==> src/sv/cce_pkg.sv <==
// Package for the character-cell draw engine.
// Holds codes, widths, reset values, control/status structs and helpers.
// No dependencies.
package cce_pkg;

	localparam int DEF_MAX_COLS = 128;
	localparam int DEF_MAX_ROWS = 64;
	localparam int COLOR_BITS   = 4;

	// Signed working width for coordinates and clip bounds.
	localparam int CW = 13;

	localparam int CFG_IDX_W  = 2;
	localparam int CFG_DATA_W = 8;

	localparam logic [CFG_IDX_W-1:0] REG_COLS  = 2'd0;
	localparam logic [CFG_IDX_W-1:0] REG_ROWS  = 2'd1;
	localparam logic [CFG_IDX_W-1:0] REG_BLANK = 2'd2;
	localparam logic [CFG_IDX_W-1:0] REG_TRANS = 2'd3;

	localparam logic [7:0]            RST_COLS  = 8'd80;
	localparam logic [6:0]            RST_ROWS  = 7'd24;
	localparam logic [7:0]            RST_BLANK = 8'd32;
	localparam logic [COLOR_BITS-1:0] RST_TRANS = 4'd15;

	localparam logic [2:0] ACT_CLEAR = 3'd0;
	localparam logic [2:0] ACT_POINT = 3'd1;
	localparam logic [2:0] ACT_HLINE = 3'd2;
	localparam logic [2:0] ACT_VLINE = 3'd3;
	localparam logic [2:0] ACT_RECT  = 3'd4;
	localparam logic [2:0] ACT_READ  = 3'd5;

	typedef logic [COLOR_BITS-1:0] color_t;

	typedef struct packed {
		logic [2:0]         action;
		logic signed [11:0] row_a;
		logic signed [11:0] col_a;
		logic signed [11:0] row_b;
		logic signed [11:0] col_b;
		logic [7:0]         glyph;
		color_t             fore_color;
		color_t             fill_color;
		color_t             border_color;
	} cce_cmd_t;

	typedef struct packed {
		logic [7:0] cell_glyph;
		color_t     cell_fore;
		color_t     cell_back;
		logic       in_bounds;
	} cce_res_t;

	// Controller to datapath.
	typedef struct packed {
		logic load_cmd;
		logic setup;
		logic walk;
		logic load_res;
	} cce_ctl_t;

	// Datapath to controller.
	typedef struct packed {
		logic walk_go;
		logic walk_last;
	} cce_sts_t;

	function automatic logic signed [CW-1:0] smin(input logic signed [CW-1:0] a,
	                                               input logic signed [CW-1:0] b);
		return (a < b) ? a : b;
	endfunction

	function automatic logic signed [CW-1:0] smax(input logic signed [CW-1:0] a,
	                                               input logic signed [CW-1:0] b);
		return (a < b) ? b : a;
	endfunction

endpackage

==> src/sv/cce_ctrl.sv <==
// Sequencer for the draw engine: command accept, setup, cell walk, result hand-off.
// Depends on cce_pkg.
module cce_ctrl import cce_pkg::*; (
	input  logic     clk,
	input  logic     arst_n,
	input  logic     in_valid,
	output logic     in_ready,
	output logic     out_valid,
	input  logic     out_ready,
	output cce_ctl_t ctl,
	input  cce_sts_t sts
);
	localparam logic [1:0] S_IDLE   = 2'd0;
	localparam logic [1:0] S_SETUP  = 2'd1;
	localparam logic [1:0] S_WALK   = 2'd2;
	localparam logic [1:0] S_FINISH = 2'd3;

	logic [1:0] state_q, state_d;
	logic       out_valid_q;

	assign in_ready  = (state_q == S_IDLE);
	assign out_valid = out_valid_q;

	always_comb begin
		state_d      = state_q;
		ctl          = '0;
		unique case (state_q)
			S_IDLE: begin
				if (in_valid) begin
					ctl.load_cmd = 1'b1;
					state_d      = S_SETUP;
				end
			end
			S_SETUP: begin
				ctl.setup = 1'b1;
				state_d   = sts.walk_go ? S_WALK : S_FINISH;
			end
			S_WALK: begin
				ctl.walk = 1'b1;
				if (sts.walk_last) begin
					state_d = S_FINISH;
				end
			end
			S_FINISH: begin
				// result slot must be free before the next result is loaded
				if (!out_valid_q || out_ready) begin
					ctl.load_res = 1'b1;
					state_d      = S_IDLE;
				end
			end
			default: state_d = S_IDLE;
		endcase
	end

	always_ff @(posedge clk or negedge arst_n) begin
		if (!arst_n) begin
			state_q     <= S_IDLE;
			out_valid_q <= 1'b0;
		end else begin
			state_q <= state_d;
			if (ctl.load_res) begin
				out_valid_q <= 1'b1;
			end else if (out_ready) begin
				out_valid_q <= 1'b0;
			end
		end
	end
endmodule

==> config.mk <==
export PLATFORM = sky130hd
export DESIGN_NAME = cce_ctrl
export DESIGN_NICKNAME = d
export VERILOG_FILES = /design/src/sv/cce_pkg.sv /design/src/sv/cce_ctrl.sv
export SDC_FILE = /design/constraint.sdc
export NUM_CORES = 1
export LEC_CHECK = 0
export BUFFER_PORTS_ARGS = -buffer_cell sky130_fd_sc_hd__buf_2
export CORE_AREA = 5 5 42 44
export DETAILED_ROUTE_END_ITERATION = 12
export DIE_AREA = 0 0 47 49
export HOLD_SLACK_MARGIN = 0.12
export PLACE_DENSITY_LB_ADDON = 0.1
export SLEW_MARGIN = 30
export SYNTH_ARGS = -nofsm -noshare
export SYNTH_HDL_FRONTEND = slang
export SYNTH_SLANG_ARGS = --single-unit
==> constraint.sdc <==
create_clock -name clk -period 2.1 [get_ports clk]
set_input_delay 0.21 -clock clk [delete_from_list [all_inputs] [get_ports clk]]
set_output_delay 0.21 -clock clk [all_outputs]
set_load 0.05 [all_outputs]
==> metrics.md <==
| Metric | Value |
|---|---|
| Outcome | `finished, final reports clean` |
| Slowest CP cell | `dfrtp_1` |
| Sequential share of the synthesized area | `between 30% and 40%` |
| CTS Buf Count | `3` |
| Yosys reg bits | `3` |
| Most common cell after layout, fill and taps aside | `buf_2` |
| DP HPWL | `398.5 µm` |
| CORE AREA | `between 0.001 and 0.0015 mm²` |
| IO Pins | `12` |
| DR WL/cell | `8.698 µm` |
| CTS Buffer Depth | `2` |
| Fin. max-slew vios | `0` |
| Synthesized cell area | `around 240 µm²` |
| Grt ovf | `0` |
| First-pass GRT wire length | `about 890 µm` |
| Layout net count | `48` |
| Final hold slack | `approximately 0.28 ns` |
| Largest family of logic cells by synthesized area | `adder cells` |
| CTS clk-pin slew, worst paths | `around 0.04 ns` |
| CP Capture Type | `primary output` |
| Drt first pass iters | `2` |
| Final setup skew | `roughly 0.00033 ns` |
| ANT nets after route | `0` |
| Adder-cell share of the synthesized area | `20.51%` |
| Worst-margin pin slew | `roughly 0.25 ns` |
| Diodes inserted | `0` |
| Area delta synth->final | `45.64%` |
| Setup CP Type | `flip-flop to primary output` |
| Tot GR Track Use | `5.563%` |
| RSZ-0062 raised after global routing | `no` |
| Initial Util | `17.41%` |
| Post-CTS sizing | `0` |
| # rows | `14` |
| Synth Area in Simple Gates | `17.95%` |
| Die height | `49 µm` |
| Tcrit/Tclk final | `about three quarters` |
| Die area | `between 0.002 and 0.0025 mm²` |
| Min-delay worst type | `input pin to flip-flop` |
| Syn Inst Count | `21` |
| XOR/XNOR Fraction of Synth Area | `0%` |
| Post-synthesis compound-gate area fraction | `approximately 14%` |
| Avg Inst Size Synth | `about 12 µm²` |
| GP Congestion | `about 0.66` |
| DR vias/cell | `roughly 3.7` |
| Netlist cell types | `13` |
| Die Wd | `about 47 µm` |
| Initial antenna violation count | `0` |
| YS warnings | `0` |
| Max stage delay on crit path | `0.41 ns` |
| Final hold viol count | `0` |
| # setup viols final | `0` |
| Relative slew slack | `a little over four fifths` |
| TritonCTS Sinks | `3` |
| Cell Chain, Critical Path | `inv_1 -> ha_1 -> and2_1 -> buf_2` |
| Worst-path fanout max | `4` |
| Vias in the first global route | `roughly 230` |
| Most frequent cells in the layout | `buf_2 (11), inv_1 (4), ha_1 (4), clkbuf_4 (3), dfrtp_1 (3)` |
| CTS root buf | `clkbuf_4` |
| DRT iter0 DRCs | `3` |
| CP arrival | `1.38 ns` |
| Via count | `slightly below 200` |
| Max_cap viols | `0` |
| Pin count of the biggest net entering global routing | `6` |
| Worst skew pair latency | `about 0.23 ns` |
| Setup_tns | `0 ns` |
| Startpoint type of the worst setup path | `flip-flop` |
| Mux cell area share after synthesis | `between 10% and 20%` |
| Fraction of layout cells with a size suffix above 1 | `just under 50%` |
| Critical Path RT | `between 1.5 and 2 ns` |
| Reg-to-reg slack, setup | `0.66 ns` |
| Minimum clock period | `1.589 ns` |
| Drc violations | `0` |
| Syn Nets | `31` |
| DRT Wirelength | `461 µm` |
| H-tree depth | `1` |
| TritonCTS clock tree | `yes` |
| Fmax | `0.6295 GHz` |
| Port buffer count | `11` |
-- kinds of logic after synthesis --
| kind of cell | Yosys count |
|---|---|
| AO/OA/AOI/OAI | 2 |
| adder cells (fa/ha/maj) | 4 |
| buffers and inverters | 4 |
| flip-flops | 3 |
| multiplexers | 2 |
| AND/OR/NAND/NOR | 6 |
-- worst max-delay path, delay by kind of cell (launching register included) --
| kind | cells | cell delay [ns] |
|---|---|---|
| buffers and inverters | 2 | 0.38 |
| and+or+nand+nor | 1 | 0.13 |
| DFF | 1 | 0.41 |
| adders and majority gates | 1 | 0.23 |
-- cells in the mapped netlist, drive strengths merged --
library cell / instances / area share, %
inv: 4 / 6.2
and2: 2 / 5.6
o221ai: 1 / 11
mux2: 1 / 6.2
nand2b: 2 / 8.2
dfrtp: 3 / 31
nand2: 1 / 1.5
a221oi: 1 / 3.6
mux2i: 1 / 4.1
nor2b: 1 / 2.6
ha: 4 / 21
-- cell type report --
class / instances / area, µm²
multi-input combinational: 14 / 153.9
sequential: 3 / 75.07
fill: 161 / 1046
inverter: 4 / 15.01
tap: 16 / 20.02
clock buffer: 4 / 26.28
timing repair buffer: 12 / 65.06
-- flip-flops by register name (all words and copies together) (netlist names) --
| name | count |
|---|---|
| state_q | 2 |
| out_valid | 1 |
-- metrics by stage --
stage	util [%]	instance area (µm²)	instances	worst slack [ns]
global placement	22.77	319.1	48	0.6527
detailed placement	22.77	319.1	48	0.6458
CTS	25.36	355.3	53	0.4871
finish	25.36	355.3	53	0.5113
floorplan	-	244.0	21	0.3112
global route	25.36	355.3	53	0.4059
-- final timing paths --
check | cells past startpoint | start | to
min in group asynchronous | 2 | arst_n | out_valid
max | 4 | state_q[0] | ctl[3]
min | 3 | out_ready | out_valid
min reg2reg | 2 | out_valid | out_valid
max reg2reg | 5 | state_q[0] | state_q[1]
max in group asynchronous | 2 | arst_n | state_q[1]
-- per-layer routing --
layer | routed length (µm) | vias up | GRT usage [%]
li1 | - | 101 | -
met1 | 198 | 84 | 7.253
met2 | 204 | 10 | 6.335
met3 | 57 | 0 | 4.428
met4 | 0 | 0 | 2.765
met5 | 0 | - | 0
-- what timing repair did --
action | 4_1_cts | 5_1_grt
endpoints found under the setup margin | 0 | 0
hold buffers | 1 | 0
hold endpoints to repair | 3 | 0
buffers inserted | 0 | 0
Power is not shown: default switching activity piles up to over one toggle a cycle in this logic, so the estimate is an artifact.
